<file path="config.mk">
export PLATFORM = sky130hd
export DESIGN_NAME = vad_lane
export DESIGN_NICKNAME = d
export VERILOG_FILES = /design/src/hdl/assert_macros.svh /design/src/hdl/vad_pkg.sv /design/src/hdl/vad_lane.sv
export SDC_FILE = /design/constraint.sdc
export NUM_CORES = 2
export LEC_CHECK = 0
export ABC_AREA = 1
export BUFFER_PORTS_ARGS = -buffer_cell sky130_fd_sc_hd__buf_4
export CAP_MARGIN = 10
export CORE_ASPECT_RATIO = 0.7
export CORE_MARGIN = 2
export CORE_UTILIZATION = 55
export DETAILED_ROUTE_END_ITERATION = 7
export PLACE_DENSITY = 0.74
export SLEW_MARGIN = 15
export SYNTH_ARGS = -nofsm -noshare
export SYNTH_HDL_FRONTEND = slang
export SYNTH_SLANG_ARGS = --single-unit
</file>
<file path="constraint.sdc">
create_clock -name clk -period 6.2 [get_ports clk]
set_input_delay 0.62 -clock clk [delete_from_list [all_inputs] [get_ports clk]]
set_output_delay 0.62 -clock clk [all_outputs]
set_load 0.02 [all_outputs]
</file>
<file path="src/hdl/assert_macros.svh">
// Assertion helpers shared by the RTL
`ifndef ASSERT_MACROS_SVH
`define ASSERT_MACROS_SVH

// Same-cycle implication
`define VAD_ASSERT_NOW(lbl, clk, rst_n, pre, post) \
    lbl: assert property (@(posedge clk) disable iff (!rst_n) (pre) |-> (post)) \
        else $error("assertion failed");

// Next-cycle implication
`define VAD_ASSERT_NEXT(lbl, clk, rst_n, pre, post) \
    lbl: assert property (@(posedge clk) disable iff (!rst_n) (pre) |=> (post)) \
        else $error("assertion failed");

`endif

</file>
<file path="src/hdl/vad_pkg.sv">
`timescale 1ns / 1ps
// ----------------------------------------------------------------------------
// vad_pkg
// Shared constants and the CORDIC arc tangent table.
// ----------------------------------------------------------------------------
package vad_pkg;

    localparam int COMPONENT_WIDTH_DEF     = 16;
    localparam int ANGLE_FRACTION_BITS_DEF = 8;
    localparam int FIELD_W                 = 16;
    localparam int OUT_W                   = 16;

    // Operands are normalized below 2^NORM_W before the root and CORDIC
    localparam int NORM_W       = 30;
    localparam int SQ_W         = 2 * NORM_W + 2;
    localparam int SQRT_W       = NORM_W + 1;
    localparam int SQRT_STEPS   = SQRT_W;
    localparam int ACC_FRAC     = 24;
    localparam int CORDIC_STEPS = 24;
    localparam int XW           = NORM_W + 6;
    localparam int ZW           = 34;

    // atan(2^-i) in degrees, 24 fraction bits
    function automatic logic signed [ZW-1:0] atan_deg(input int idx);
        logic signed [ZW-1:0] v;
        begin
            case (idx)
                0:       v = ZW'(754974720);
                1:       v = ZW'(445687602);
                2:       v = ZW'(235489088);
                3:       v = ZW'(119537938);
                4:       v = ZW'(60000934);
                5:       v = ZW'(30029717);
                6:       v = ZW'(15018523);
                7:       v = ZW'(7509720);
                8:       v = ZW'(3754917);
                9:       v = ZW'(1877466);
                10:      v = ZW'(938734);
                11:      v = ZW'(469367);
                12:      v = ZW'(234684);
                13:      v = ZW'(117342);
                14:      v = ZW'(58671);
                15:      v = ZW'(29335);
                16:      v = ZW'(14668);
                17:      v = ZW'(7334);
                18:      v = ZW'(3667);
                19:      v = ZW'(1833);
                20:      v = ZW'(917);
                21:      v = ZW'(458);
                22:      v = ZW'(229);
                23:      v = ZW'(115);
                default: v = '0;
            endcase
            return v;
        end
    endfunction

endpackage

</file>
<file path="src/hdl/vad_lane.sv">
`timescale 1ns / 1ps
// ----------------------------------------------------------------------------
// vad_lane
// One axis lane: dot product term and magnitude of one cross component.
// ----------------------------------------------------------------------------
module vad_lane
    import vad_pkg::*;
#(
    parameter int CW = COMPONENT_WIDTH_DEF
)
(
    input  logic                  clk,
    input  logic                  en,
    input  logic signed [CW-1:0]  a_self,
    input  logic signed [CW-1:0]  b_self,
    input  logic signed [CW-1:0]  a_p,
    input  logic signed [CW-1:0]  b_q,
    input  logic signed [CW-1:0]  a_q,
    input  logic signed [CW-1:0]  b_p,
    output logic signed [2*CW-1:0] dot_term,
    output logic [2*CW:0]          cross_mag
);

    logic signed [2*CW-1:0] dot_reg;
    logic signed [2*CW-1:0] pq_reg;
    logic signed [2*CW-1:0] qp_reg;
    logic signed [2*CW-1:0] term_reg;
    logic [2*CW:0]          mag_reg;
    logic signed [2*CW:0]   diff;
    logic [2*CW:0]          mag_next;

    always_ff @(posedge clk)
    begin
        if (en)
        begin
            dot_reg  <= a_self * b_self;
            pq_reg   <= a_p * b_q;
            qp_reg   <= a_q * b_p;
            term_reg <= dot_reg;
            mag_reg  <= mag_next;
        end
    end

    always_comb
    begin
        diff = $signed({pq_reg[2*CW-1], pq_reg}) - $signed({qp_reg[2*CW-1], qp_reg});
        mag_next = diff[2*CW] ? $unsigned(-diff) : $unsigned(diff);
    end

    assign dot_term  = term_reg;
    assign cross_mag = mag_reg;

endmodule

</file>
**Word-level counts from Yosys, hierarchy flattened**

Cells that the tools add are included.

- Flip-flop bits (word level): 161
- Input port bits: 98
- Output and inout bits: 65
- Logic and storage cells: 12

- Add/sub/neg operators: 2
- $mul: 3
- Multiplexer cells: 1

Operators with widths:

| operator | number |
|---|---|
| multiplier 16 x 16 -> 32 bit | 3 |
| negation 33 bit | 1 |
| subtractor 32 x 32 -> 33 bit | 1 |
| 2-to-1 mux 32 bit | 1 |

**Logic depth before layout (Yosys ltp)**

- Depth in word-level cells: 3
- Depth in mapped cells: 27

**Worst setup path before layout**

OpenSTA, ideal clock, no wires.

- Kind: in2reg
- Start: input b_p[3]
- End: register qp_reg[28] (data pin)
- Setup time: 0.262 ns
- Data arrival time: 6.053 ns
- Required time: 5.938 ns
- Path slack: -0.116 ns
- Cell stages on the path: 21
- Path through: clkbuf_1 -> clkbuf_1 -> nand2_1 -> inv_1 -> fa_1 -> fa_1 -> fa_1 -> fa_1 -> fa_1 -> inv_1 -> fa_1 -> inv_1 -> ha_1 -> nand2_1 -> nor4_1 -> nand2_1 -> o211ai_1 -> nand3_1 -> nand2_1 -> a21oi_1 -> xor2_1

- Longest elaborated chain between the ends: 1

Ends and longest elaborated chain:

| element | RTL line | RTL |
|---|---|---|
| start: declaration | vad_lane.sv:19 | `input logic signed [CW-1:0] b_p,` |
| multiplier 16 x 16 -> 32 bit | vad_lane.sv:38 | `qp_reg <= a_q * b_p;` |
| end signal: assignment | vad_lane.sv:38 |  |
| end: declaration | vad_lane.sv:26 | `logic signed [2*CW-1:0] qp_reg;` |

Every way passes these cells.
A chain may end at the register's enable or synchronous reset.

**Worst setup path after layout**

- Start: input a_self[10]
- End: register dot_reg[28] (data pin)

- Longest elaborated chain between the ends: 1

Ends and longest elaborated chain:

| element | RTL line | RTL |
|---|---|---|
| start: declaration | vad_lane.sv:14 | `input logic signed [CW-1:0] a_self,` |
| multiplier 16 x 16 -> 32 bit | vad_lane.sv:36 | `dot_reg <= a_self * b_self;` |
| end signal: assignment | vad_lane.sv:36 |  |
| end: declaration | vad_lane.sv:24 | `logic signed [2*CW-1:0] dot_reg;` |

Every way passes these cells.

==> results.ini <==
[hold_path]
min_path_cells = 0
min_path_type = reg2reg
hold_start = dot_reg[12]$_DFFE_PP_
hold_end = dot_term[12]$_DFFE_PP_

[final_layout]
largest_reg_flops = 33
fillers = 6154
area_delta_synth_final_pct = 7.92
diodes = 0
layout.nets = 6000
drive_above_1_share_pct = 7.63

[logic_synthesis]
synth_top_area_share_pct = 40.6
synth_async_sr_flop_share_pct = 0
syn_inst = 4729
synth_fp_nets = 5893
ys_top_cells_by_area = fa_1 41%, inv_1 14%, edfxtp_1 12%
yosysUniqueCellTypes = 45
yosys_warnings = 0
ys_seq_area_share_pct = 12.5
synth_most_common_cell = inv_1
syn-cell-area_sq_mm = 0.0388
synth.avg_cell_area_sq_um = 8.21
synthFlopType = edfxtp_1
ys_seq_elements = 161
synth_area_leader_cell = fa_1
synth_edf_count = 161
synthTopCellsByCount = 1,423 x inv_1, 1,162 x nand2_1, 787 x fa_1, 279 x ha_1, 172 x clkbuf_1

[detailed_routing]
drtIter0Drc = 2350
avgViaCountPerCell = 5.08
wl_per_cell_microns = 16.5
drcViolationCount = 0
vias = 29200
firstDrtPassIters = 8
ant_nets = 0
wl_microns = 95100

[placed_design]
hpwl_microns = 82500
numPortBuffers = 162
gp_congestion = 0.965

[floorplanning]
die_area_sq_mm = 0.0728
io-pin-count = 163
rows = 81
initial_core_util_pct = 55.6
fp.dieW_microns = 322
coreArea_sq_mm = 0.0698
die_h_microns = 226

[critical_path]
timing.rr.end = cross_mag[27]$_DFFE_PP_
crit_path_frequent_cell = fa_1
arrival_ns = 6.23
max_stage_delay_ns = 0.58
crit_chain = buf_4 > nand2_1 > fa_1 > fa_1 > inv_1 > fa_1 > inv_1 > fa_1 > fa_1 > fa_1 > inv_1 > ha_1 > a21oi_1 > nor2_1 > a211oi_1 > o211ai_1 > a21boi_0 > o21ai_1 > buf_4 > a21oi_1 > xor2_1
rrSetupSlack_ns = 2.60
startpoint = a_self[10]
timing.rr.start = pq_reg[0]$_DFFE_PP_
crit_path_end_kind = register
critPathMaxFanout = 12
cp-start-kind = primary input
worst-setup-path-type = in2reg
cp.required_ns = 6.41
r2r_cells = 16
cp_slowest_cell = fa_1

[run_status]
outcome = completed

[clock_tree]
clk_pin_slew_ns = 0.07
cts.sink_count = 161
hold_buffers = 0
htreeDepth = 4
cts_max_path_buffers = 2
clock_latency_ns = 0.47
cts_tree = yes
cts_buffers = 17
root_buffer = clkbuf_16

[sta]
hold_violations = 0
fin_crit_ns = 6.02
slew_headroom_pct = 43.1
timing.hold.ws_ns = 0.410
setup_tns_ns = 0
finalClockSkew_ns = 0.0158
setup_viol = 0
worst_pin_slew_ns = 0.854
period_share_pct = 97.1
rsz0062_at_grt = no
fmax_ghz = 0.166
maxSlewViolCount = 0

[global_route]
antenna_found_initial = 1
grt_pass1_wl_microns = 157000
grt_start_max_net_pins = 68
grt_pass1_vias = 29700
grt_overflow_total = 0
grt_use_total_pct = 27.6

[run]
maxCapViolCount = 0

cell usage in the layout (no fill, tap or decap), types with 3 or more instances in the layout:
| cell | synthesis | routed |
|---|---|---|
| inv_1 | 1423 | 1423 |
| buf_4 | 1 | 264 |
| o2111ai_1 | 3 | 3 |
| ha_1 | 279 | 279 |
| clkbuf_16 | 0 | 17 |
| o211ai_1 | 3 | 3 |
| nand2_2 | 15 | 15 |
| nand2_1 | 1162 | 1162 |
| clkinv_2 | 0 | 3 |
| nand3_1 | 71 | 70 |
| nor2_2 | 15 | 15 |
| edfxtp_1 | 161 | 161 |
| o21a_1 | 5 | 5 |
| nand4_1 | 39 | 39 |
| nor3_1 | 11 | 11 |
| inv_2 | 11 | 11 |
| xor2_1 | 71 | 71 |
| xnor2_1 | 68 | 68 |
| a211oi_1 | 4 | 4 |
| and3_1 | 3 | 3 |
| o21ai_2 | 4 | 4 |
| a31oi_1 | 9 | 9 |
| fa_1 | 787 | 786 |
| a21o_1 | 11 | 11 |
| a21oi_1 | 120 | 119 |
| o21ai_0 | 55 | 54 |
| o21bai_1 | 9 | 9 |
| a21boi_0 | 5 | 5 |
| nor2_1 | 163 | 163 |
| and2_1 | 5 | 5 |
| or2_2 | 12 | 12 |
| nand3_2 | 6 | 7 |
| nor4_1 | 6 | 6 |
cell families (layout without fill, tap and decap cells):
kind of cell             Yosys count  in the layout  share of synthesized area (%)
AO/OA/AOI/OAI                    232            232                           3.37
buffers and inverters           1613           1733                           15.6
adder cells (fa/ha/maj)         1066           1066                           49.6
flip-flops                       161            161                           12.5
AND/OR/NAND/NOR                 1516           1516                           15.8
XOR/XNOR                         141            141                           3.22
per-stage QoR:
step | cells | worst slack [ns] | utilization, % | cell area [sq um]
2_1_floorplan | 4729 | 0.0249 | - | 38800
3_3_place_gp | 5730 | -0.248 | 59.1 | 41300
3_5_place_dp | 5730 | -0.316 | 59.1 | 41300
4_1_cts | 5762 | 0.189 | 60.0 | 41900
5_1_grt | 5762 | 0.0364 | 60.0 | 41900
6_report | 5762 | 0.182 | 60.0 | 41900
worst max path at each step:
stage | endpoint | slack [ns] | cells past startpoint
global placement | dot_reg[28]$_DFFE_PP_ | -0.25 | 21
global route | dot_reg[28]$_DFFE_PP_ | 0.04 | 23
detailed placement | dot_reg[28]$_DFFE_PP_ | -0.32 | 23
finish | dot_reg[28]$_DFFE_PP_ | 0.18 | 21
floorplan | qp_reg[28]$_DFFE_PP_ | 0.02 | 21
CTS | dot_reg[29]$_DFFE_PP_ | 0.19 | 19
per-layer routing:
metal  global-route usage (%)  share of wire (%)  vias to the layer above
li1                         -                  -                    13800
met1                     43.8                 47                    14200
met2                     38.7                 41                     1208
met3                     6.82                 11                       67
met4                     3.72                1.0                        0
met5                        0                  0                        -
critical path, delay by kind of cell:
kind                       cells  cell delay (ns)
AOI/OAI and AO/OA              6             1.43
xor gates and xnor gates       1             0.09
adders and majority gates      7             3.36
buffers and inverters          5             0.56
and+or+nand+nor                2             0.16
timing repair:
action	in CTS	in global routing
buffers inserted	0	0
setup endpoints to repair	0	4
gates resized for setup	0	3
area by class of cell:
class	count	area [sq um]	share of cell area, %
Multi-Input combinational cell	2955	27900	66.7
Inverter	1435	5390	12.9
Sequential cell	161	4830	11.5
Timing Repair Buffer	266	2010	4.81
Tap cell	913	1140	2.73
Clock buffer	19	433	1.03
Clock inverter	13	155	0.370
Power is not shown: default switching activity piles up to over one toggle a cycle in this logic, so the estimate is an artifact.
