<file path="src/hdl/assert_macros.svh">
// Assertion helpers shared by the RTL
`ifndef ASSERT_MACROS_SVH
`define ASSERT_MACROS_SVH

// Same-cycle implication
`define VAD_ASSERT_NOW(lbl, clk, rst_n, pre, post) \
    lbl: assert property (@(posedge clk) disable iff (!rst_n) (pre) |-> (post)) \
        else $error("assertion failed");

// Next-cycle implication
`define VAD_ASSERT_NEXT(lbl, clk, rst_n, pre, post) \
    lbl: assert property (@(posedge clk) disable iff (!rst_n) (pre) |=> (post)) \
        else $error("assertion failed");

`endif

</file>
<file path="src/hdl/vad_pkg.sv">
`timescale 1ns / 1ps
// ----------------------------------------------------------------------------
// vad_pkg
// Shared constants and the CORDIC arc tangent table.
// ----------------------------------------------------------------------------
package vad_pkg;

    localparam int COMPONENT_WIDTH_DEF     = 16;
    localparam int ANGLE_FRACTION_BITS_DEF = 8;
    localparam int FIELD_W                 = 16;
    localparam int OUT_W                   = 16;

    // Operands are normalized below 2^NORM_W before the root and CORDIC
    localparam int NORM_W       = 30;
    localparam int SQ_W         = 2 * NORM_W + 2;
    localparam int SQRT_W       = NORM_W + 1;
    localparam int SQRT_STEPS   = SQRT_W;
    localparam int ACC_FRAC     = 24;
    localparam int CORDIC_STEPS = 24;
    localparam int XW           = NORM_W + 6;
    localparam int ZW           = 34;

    // atan(2^-i) in degrees, 24 fraction bits
    function automatic logic signed [ZW-1:0] atan_deg(input int idx);
        logic signed [ZW-1:0] v;
        begin
            case (idx)
                0:       v = ZW'(754974720);
                1:       v = ZW'(445687602);
                2:       v = ZW'(235489088);
                3:       v = ZW'(119537938);
                4:       v = ZW'(60000934);
                5:       v = ZW'(30029717);
                6:       v = ZW'(15018523);
                7:       v = ZW'(7509720);
                8:       v = ZW'(3754917);
                9:       v = ZW'(1877466);
                10:      v = ZW'(938734);
                11:      v = ZW'(469367);
                12:      v = ZW'(234684);
                13:      v = ZW'(117342);
                14:      v = ZW'(58671);
                15:      v = ZW'(29335);
                16:      v = ZW'(14668);
                17:      v = ZW'(7334);
                18:      v = ZW'(3667);
                19:      v = ZW'(1833);
                20:      v = ZW'(917);
                21:      v = ZW'(458);
                22:      v = ZW'(229);
                23:      v = ZW'(115);
                default: v = '0;
            endcase
            return v;
        end
    endfunction

endpackage

</file>
<file path="src/hdl/vad_sqrt.sv">
`timescale 1ns / 1ps
// ----------------------------------------------------------------------------
// vad_sqrt
// Pipelined integer square root, one result bit per stage, with a side tag.
// ----------------------------------------------------------------------------
module vad_sqrt
    import vad_pkg::*;
#(
    parameter int TAG_W = 2
)
(
    input  logic              clk,
    input  logic              rst_n,
    input  logic              en,
    input  logic              in_vld,
    input  logic [SQ_W-1:0]   radicand,
    input  logic [TAG_W-1:0]  in_tag,
    output logic              out_vld,
    output logic [SQRT_W-1:0] root,
    output logic [TAG_W-1:0]  out_tag
);

    localparam int RW = SQ_W + 1;

    logic [SQ_W-1:0]  rem_reg [SQRT_STEPS];
    logic [RW-1:0]    r_reg   [SQRT_STEPS];
    logic [TAG_W-1:0] tag_reg [SQRT_STEPS];
    logic             v_reg   [SQRT_STEPS];

    genvar k;
    generate
        for (k = 0; k < SQRT_STEPS; k++)
        begin : g_step
            localparam logic [RW-1:0] BIT = RW'(1) << (2 * (SQRT_STEPS - 1 - k));
            logic [SQ_W-1:0]  rem_in;
            logic [RW-1:0]    r_in;
            logic [TAG_W-1:0] tag_in;
            logic             v_in;
            logic [RW-1:0]    trial;
            logic [SQ_W-1:0]  rem_next;
            logic [RW-1:0]    r_next;

            if (k == 0)
            begin : g_first
                assign rem_in = radicand;
                assign r_in   = '0;
                assign tag_in = in_tag;
                assign v_in   = in_vld;
            end
            else
            begin : g_rest
                assign rem_in = rem_reg[k-1];
                assign r_in   = r_reg[k-1];
                assign tag_in = tag_reg[k-1];
                assign v_in   = v_reg[k-1];
            end

            always_comb
            begin
                trial = r_in + BIT;
                if ({1'b0, rem_in} >= trial)
                begin
                    rem_next = rem_in - trial[SQ_W-1:0];
                    r_next   = (r_in >> 1) + BIT;
                end
                else
                begin
                    rem_next = rem_in;
                    r_next   = r_in >> 1;
                end
            end

            always_ff @(posedge clk)
            begin
                if (en)
                begin
                    rem_reg[k] <= rem_next;
                    r_reg[k]   <= r_next;
                    tag_reg[k] <= tag_in;
                end
            end

            always_ff @(posedge clk or negedge rst_n)
            begin
                if (!rst_n)
                    v_reg[k] <= 1'b0;
                else if (en)
                    v_reg[k] <= v_in;
            end
        end
    endgenerate

    assign out_vld = v_reg[SQRT_STEPS-1];
    assign root    = r_reg[SQRT_STEPS-1][SQRT_W-1:0];
    assign out_tag = tag_reg[SQRT_STEPS-1];

endmodule

</file>
<file path="config.mk">
export PLATFORM = sky130hd
export DESIGN_NAME = vad_sqrt
export DESIGN_NICKNAME = d
export VERILOG_FILES = /design/src/hdl/assert_macros.svh /design/src/hdl/vad_pkg.sv /design/src/hdl/vad_sqrt.sv
export SDC_FILE = /design/constraint.sdc
export NUM_CORES = 2
export LEC_CHECK = 0
export BUFFER_PORTS_ARGS = -buffer_cell sky130_fd_sc_hd__clkbuf_2
export CAP_MARGIN = 10
export CORE_ASPECT_RATIO = 0.75
export CORE_MARGIN = 10
export CORE_UTILIZATION = 25
export DETAILED_ROUTE_END_ITERATION = 7
export SLEW_MARGIN = 20
export SYNTH_ARGS = -nofsm -noshare
export SYNTH_HDL_FRONTEND = slang
export SYNTH_SLANG_ARGS = --single-unit
</file>
<file path="constraint.sdc">
create_clock -name clk -period 9.9 [get_ports clk]
set_clock_uncertainty 0.2 [all_clocks]
set_input_delay 0.99 -clock clk [delete_from_list [all_inputs] [get_ports clk]]
set_output_delay 0.99 -clock clk [all_outputs]
set_load 0.005 [all_outputs]
</file>
### Word level (Yosys, flattened, before mapping)

Memories as Yosys holds them, arrays and structs flattened.
Index checks and enable logic that the tools add are counted.

| word-level totals | value |
|---|---|
| register bits | 31 |
| latch bits | 0 |
| memory bits (writable) | 3937 |
| bits in read-only memories | 0 |
| input bits | 68 |
| output and inout port bits | 34 |
| logic and storage cells | 220 |
| memories | 3 |

Memory list:

| memory | words | bits a word | rd ports | clocked after memory_dff | write ports | RTL line | text |
|---|---|---|---|---|---|---|---|
| r_reg | 31 | 63 | 31 | 0 | 31 | vad_sqrt.sv:26 | `logic [RW-1:0] r_reg [SQRT_STEPS];` |
| rem_reg | 31 | 62 | 30 | 0 | 31 | vad_sqrt.sv:25 | `logic [SQ_W-1:0] rem_reg [SQRT_STEPS];` |
| tag_reg | 31 | 2 | 31 | 0 | 31 | vad_sqrt.sv:27 | `logic [TAG_W-1:0] tag_reg [SQRT_STEPS];` |

| cells by class | value |
|---|---|
| add/subtract/negate cells | 91 |
| $mul | 0 |
| div/mod/pow operators | 0 |
| $lt $le $gt $ge | 31 |
| equal/unequal tests | 0 |
| shift operators | 0 |
| muxes and demuxes | 64 |
| bitwise gates (word level) | 0 |
| reduce and logical (&&, ||, !) cells | 0 |

Operators with widths:

| kind | number |
|---|---|
| $mux W62 | 31 |
| $ge A62 B63 Y1 | 30 |
| $mux W63 | 30 |
| $sub A62 B62 Y62 | 30 |
| $add A62 B1 Y63 const B | 1 |
| $add A62 B11 Y63 const B | 1 |
| $add A62 B13 Y63 const B | 1 |
| $add A62 B15 Y63 const B | 1 |
| $add A62 B17 Y63 const B | 1 |
| $add A62 B19 Y63 const B | 1 |
| $add A62 B21 Y63 const B | 1 |
| $add A62 B23 Y63 const B | 1 |
| $add A62 B25 Y63 const B | 1 |
| $add A62 B27 Y63 const B | 1 |
| $add A62 B29 Y63 const B | 1 |
| $add A62 B3 Y63 const B | 1 |
| $add A62 B31 Y63 const B | 1 |
| $add A62 B33 Y63 const B | 1 |
| $add A62 B35 Y63 const B | 1 |
| $add A62 B37 Y63 const B | 1 |
| $add A62 B39 Y63 const B | 1 |
| $add A62 B41 Y63 const B | 1 |
| $add A62 B43 Y63 const B | 1 |
| $add A62 B45 Y63 const B | 1 |
| other kinds (44) | 45 |

### Depth between registers and ports, before layout

An unclocked memory read counts as a cell.

| logic depth | value |
|---|---|
| depth after elaboration | 4 |
| depth in mapped cells | 14 |
| depth with buffers taken out | 12 |

### Least setup slack after synthesis

OpenSTA, ideal clock, no wires.

| timing | value |
|---|---|
| path kind | register -> register |
| start | mem rem_reg[1][587] (netlist bit) |
| end | mem rem_reg[1][675] (netlist bit), data pin |
| setup time | 0.266 ns |
| data arrival time | 3.194 ns |
| required time | 9.434 ns |
| path slack | 6.240 ns |
| cell stages (with the launch flop) | 14 |
| path buffers | 3 |
| period minus slack after synthesis | 3.660 ns |
| cells stage by stage | edfxtp_1 ha_1 clkbuf_1 nand4_1 nor4_2 nand4_1 o31ai_1 a311oi_2 or2_1 buf_2 or4_1 clkbuf_1 nor3_1 xor2_1 |

RTL lines:

| element | RTL line |
|---|---|
| from (decl) | vad_sqrt.sv:25 |

==> impl_metrics.py <==
metrics = {
    "run_status": {
        "status": "finished, final reports clean",
    },
    "cts": {
        "clock-sinks": 2449,
        "cts-root-buf": "clkbuf_16",
        "path_clk_slew_ps": 60,
        "cts_tree": "yes",
        "cts_max_path_buffers": 4,
        "cts_made_buffers": 262,
        "clk_latency_ps": 940,
        "post_cts_resized": 0,
        "htreeDepth": 5,
        "postCtsSetupRepairBufs": 0,
    },
    "logic_synthesis": {
        "syn_avg_cell_area_um2": 12.7,
        "synth-edff-count": 2418,
        "synth_ff_type": "edfxtp_1",
        "synthesis.area_mm2": 0.116,
        "ys_ff_latch": 2449,
        "synthesis.nets": 9742,
        "synth_warnings": 0,
        "ys_types": 93,
        "yosysSeqAreaShare_pct": 63.2,
        "netlist_instances": 9149,
        "async_reset_ff_share_pct": 1.27,
    },
    "setup_path": {
        "rr_worst_depth": 11,
        "cp_max_fo": 43,
        "reg2reg_from": "rem_reg[1][334]$_DFFE_PP_",
        "crit_type": "flop to flop",
        "r2r_end": "rem_reg[1][430]$_DFFE_PP_",
        "path_cells": "ha_1 > a211o_1 > and4b_1 > o41a_1 > a2111oi_0 > or3b_2 > buf_4 > nor2b_1 > o2111ai_1 > nor3_1 > xor2_1",
        "slowest_delay_ps": 990,
        "critPathArrivalTime_ps": 5290,
        "critPathTopFamily": "compound AO/OA/AOI/OAI gates",
        "end_kind": "flop",
        "critical_path_buf_inv_count": 1,
        "reg2reg_slack_ps": 5020,
        "cp-start-kind": "flop",
        "critPathSlowestCell": "a2111oi_0",
        "crit_required_ps": 10310,
    },
    "timing": {
        "hold_ws_ps": 70.8,
        "finalCritPeriodShare_pct": 49.3,
        "layout_min_cycle_time_ps": 4880,
        "final-hold-violation-count": 0,
        "tightest_slew_ps": 1190,
        "drv_slew": 0,
        "maxSlewHeadroom_pct": 19.8,
        "rsz0062_at_grt": "false",
        "fmax_ghz": 0.205,
        "setup_tns_ps": 0,
        "finalSetupViolations": 0,
    },
    "cells_and_area": {
        "area_growth_pct": 14.6,
        "largest_reg_flops": 1860,
        "final_cells": 15728,
        "fill_cells": 46535,
        "drive_gt1_share_pct": 7.54,
        "layout.nets": 10021,
    },
    "placed_design": {
        "port_buffers": 101,
        "hpwl_um": 203000,
        "place_congestion": 0.890,
        "place_inst": 15221,
    },
    "power": {
        "clock_power_share_pct": 32.4,
        "p_leak_nw": 48.3,
        "internal_power_mw": 21.1,
        "powerDensity_mw_per_mm2": 225,
        "comb_power_share_pct": 20.1,
        "peakVddDrop_uv": 172,
        "seqPwrFrac_pct": 47.5,
        "finalPower_mw": 29.9,
        "switchingPower_mw": 8.89,
        "sw_frac_of_total_pct": 29.7,
    },
    "min_path": {
        "holdPathEnd": "rem_reg[0][19]$_DFFE_PP_",
        "whs_path_depth": 1,
        "min-delay-start": "radicand[19]",
        "hold_path.class": "input port to flop",
    },
    "grt": {
        "grt_start_max_net_pins": 201,
        "grt_pass1_vias": 68169,
        "antenna_found_initial": 12,
        "overflow": 0,
        "grt_pass1_wl_um": 420000,
        "grt_usage_pct": 10.7,
    },
    "floorplanning": {
        "core-area_mm2": 0.462,
        "die_w_um": 807,
        "pin_count": 102,
        "start_util_pct": 25.1,
        "die_height_um": 610,
        "die_area_mm2": 0.492,
        "rows": 216,
    },
    "routing": {
        "wl_per_cell_um": 17.5,
        "viasPerCell": 4.63,
        "drtAntennaViolNets": 0,
        "vias": 72867,
        "routed_wl_um": 275000,
        "drt_iter0_markers": 7585,
        "drc": 0,
        "drtPass1Iterations": 6,
    },
    "flow_run": {
        "drv_cap": 0,
    },
}
==> logic make-up (layout without fill, tap and decap cells) <==
logic type      Yosys count  in the layout  share of synthesized area (%)
flops                  2449           2449                           63.2
xor+xnor                814            814                           6.14
fa+ha+maj               525            525                           5.66
simple gates           2677           2677                           12.0
compound gates         1732           1732                           9.20
buf+inv                 842           1314                           2.75
other cells               0              3                              0
mux                     110            110                           1.05
==> worst max path at each step <==
stage / endpoint / depth (start not counted) / from
2_1_floorplan: rem_reg[1][675]$_DFFE_PP_ / 13 / rem_reg[1][587]$_DFFE_PP_
3_3_place_gp: rem_reg[1][430]$_DFFE_PP_ / 11 / rem_reg[1][334]$_DFFE_PP_
3_5_place_dp: rem_reg[1][430]$_DFFE_PP_ / 11 / rem_reg[1][334]$_DFFE_PP_
4_1_cts: rem_reg[1][430]$_DFFE_PP_ / 11 / rem_reg[1][334]$_DFFE_PP_
5_1_grt: rem_reg[1][430]$_DFFE_PP_ / 11 / rem_reg[1][334]$_DFFE_PP_
6_report: rem_reg[1][430]$_DFFE_PP_ / 11 / rem_reg[1][334]$_DFFE_PP_
==> what timing repair did <==
action | in CTS | in global routing
endpoints found under the hold margin | 77 | 0
hold buffers | 47 | 0
setup endpoints to repair | 0 | 0
==> placed cells by master, fill, tap and decap left out, types with 257 or more instances in the layout <==
cell	count
edfxtp_1	2418
inv_1	660
nor2_1	604
a21oi_1	581
nand2_1	570
ha_1	525
o21ai_0	439
xor2_1	422
xnor2_1	392
nor4_1	296
clkbuf_16	269
nor3_1	257
==> through the flow <==
| step | util [%] | area [um2] | setup WS [ps] |
|---|---|---|---|
| CTS | 28.8 | 133000 | 5100 |
| detailed placement | 26.9 | 124000 | 5090 |
| finish | 28.8 | 133000 | 5020 |
| global placement | 26.9 | 124000 | 5100 |
| global route | 28.8 | 133000 | 4800 |
| floorplan | - | 116000 | 6240 |
==> worst register-to-register path, cell delays in order (launching register included) <==
cell       delay (ps)
edfxtp_1          410
ha_1              430
a211o_1           200
and4b_1           250
o41a_1            490
a2111oi_0         990
or3b_2            280
buf_4             420
nor2b_1           290
o2111ai_1         260
nor3_1            310
xor2_1            120
==> layer usage <==
layer / wire (um) / vias to the layer above / track usage (%)
li1: - / 34915 / -
met1: 135000 / 35156 / 16.4
met2: 113000 / 2432 / 15.3
met3: 20100 / 364 / 1.89
met4: 6420 / 0 / 2.51
met5: 0 / - / 0
==> layout make-up <==
| cell class | instances | area, um2 | area share, % |
|---|---|---|---|
| Sequential cell | 2449 | 73400 | 55.1 |
| Clock buffer | 314 | 6900 | 5.19 |
| Inverter | 662 | 2480 | 1.87 |
| Antenna cell | 3 | 7.51 | 0.00564 |
| Clock inverter | 143 | 1480 | 1.11 |
| Tap cell | 6104 | 7640 | 5.74 |
| Timing Repair Buffer | 195 | 1490 | 1.12 |
| Multi-Input combinational cell | 5858 | 39700 | 29.8 |
==> power groups by stage <==
stage / clock network, mW / logic (mW) / registers, mW
detailed placement: 0 / 5.90 / 14.4
floorplan: 0 / 4.39 / 13.9
CTS: 10.0 / 5.96 / 14.2
global route: 10.4 / 6.71 / 14.4
finish: 9.71 / 6.03 / 14.2
global placement: 0 / 5.86 / 14.4
==> cell usage after synthesis, types with 19 or more instances <==
cell type,count,area (um2)
o31ai_1,45,338
a31oi_1,47,294
xnor2_1,392,3430
nor4_1,304,1900
nand2b_1,114,713
or4_1,71,533
inv_1,660,2480
nand3b_1,29,218
a21o_1,181,1360
xor2_1,422,3700
a211oi_1,59,443
o21a_1,80,601
a211o_1,19,166
and3_1,49,307
nand4_1,135,845
nor2b_1,65,407
nor4b_1,46,403
nand2_1,570,2140
o21bai_1,50,375
o211ai_1,33,248
a2111oi_0,23,201
dfrtp_1,31,776
ha_1,525,6570
and2_1,27,169
o21ai_0,439,2200
or2_2,52,325
and4_1,26,228
nor3_1,257,1290
or3_1,90,563
mux2_2,91,1020
nor2_1,605,2270
buf_2,20,100
nand3_1,147,736
clkbuf_1,146,548
a21oi_1,581,2910
edfxtp_1,2418,72600
Note: power is estimated with default switching activity, not from simulation.
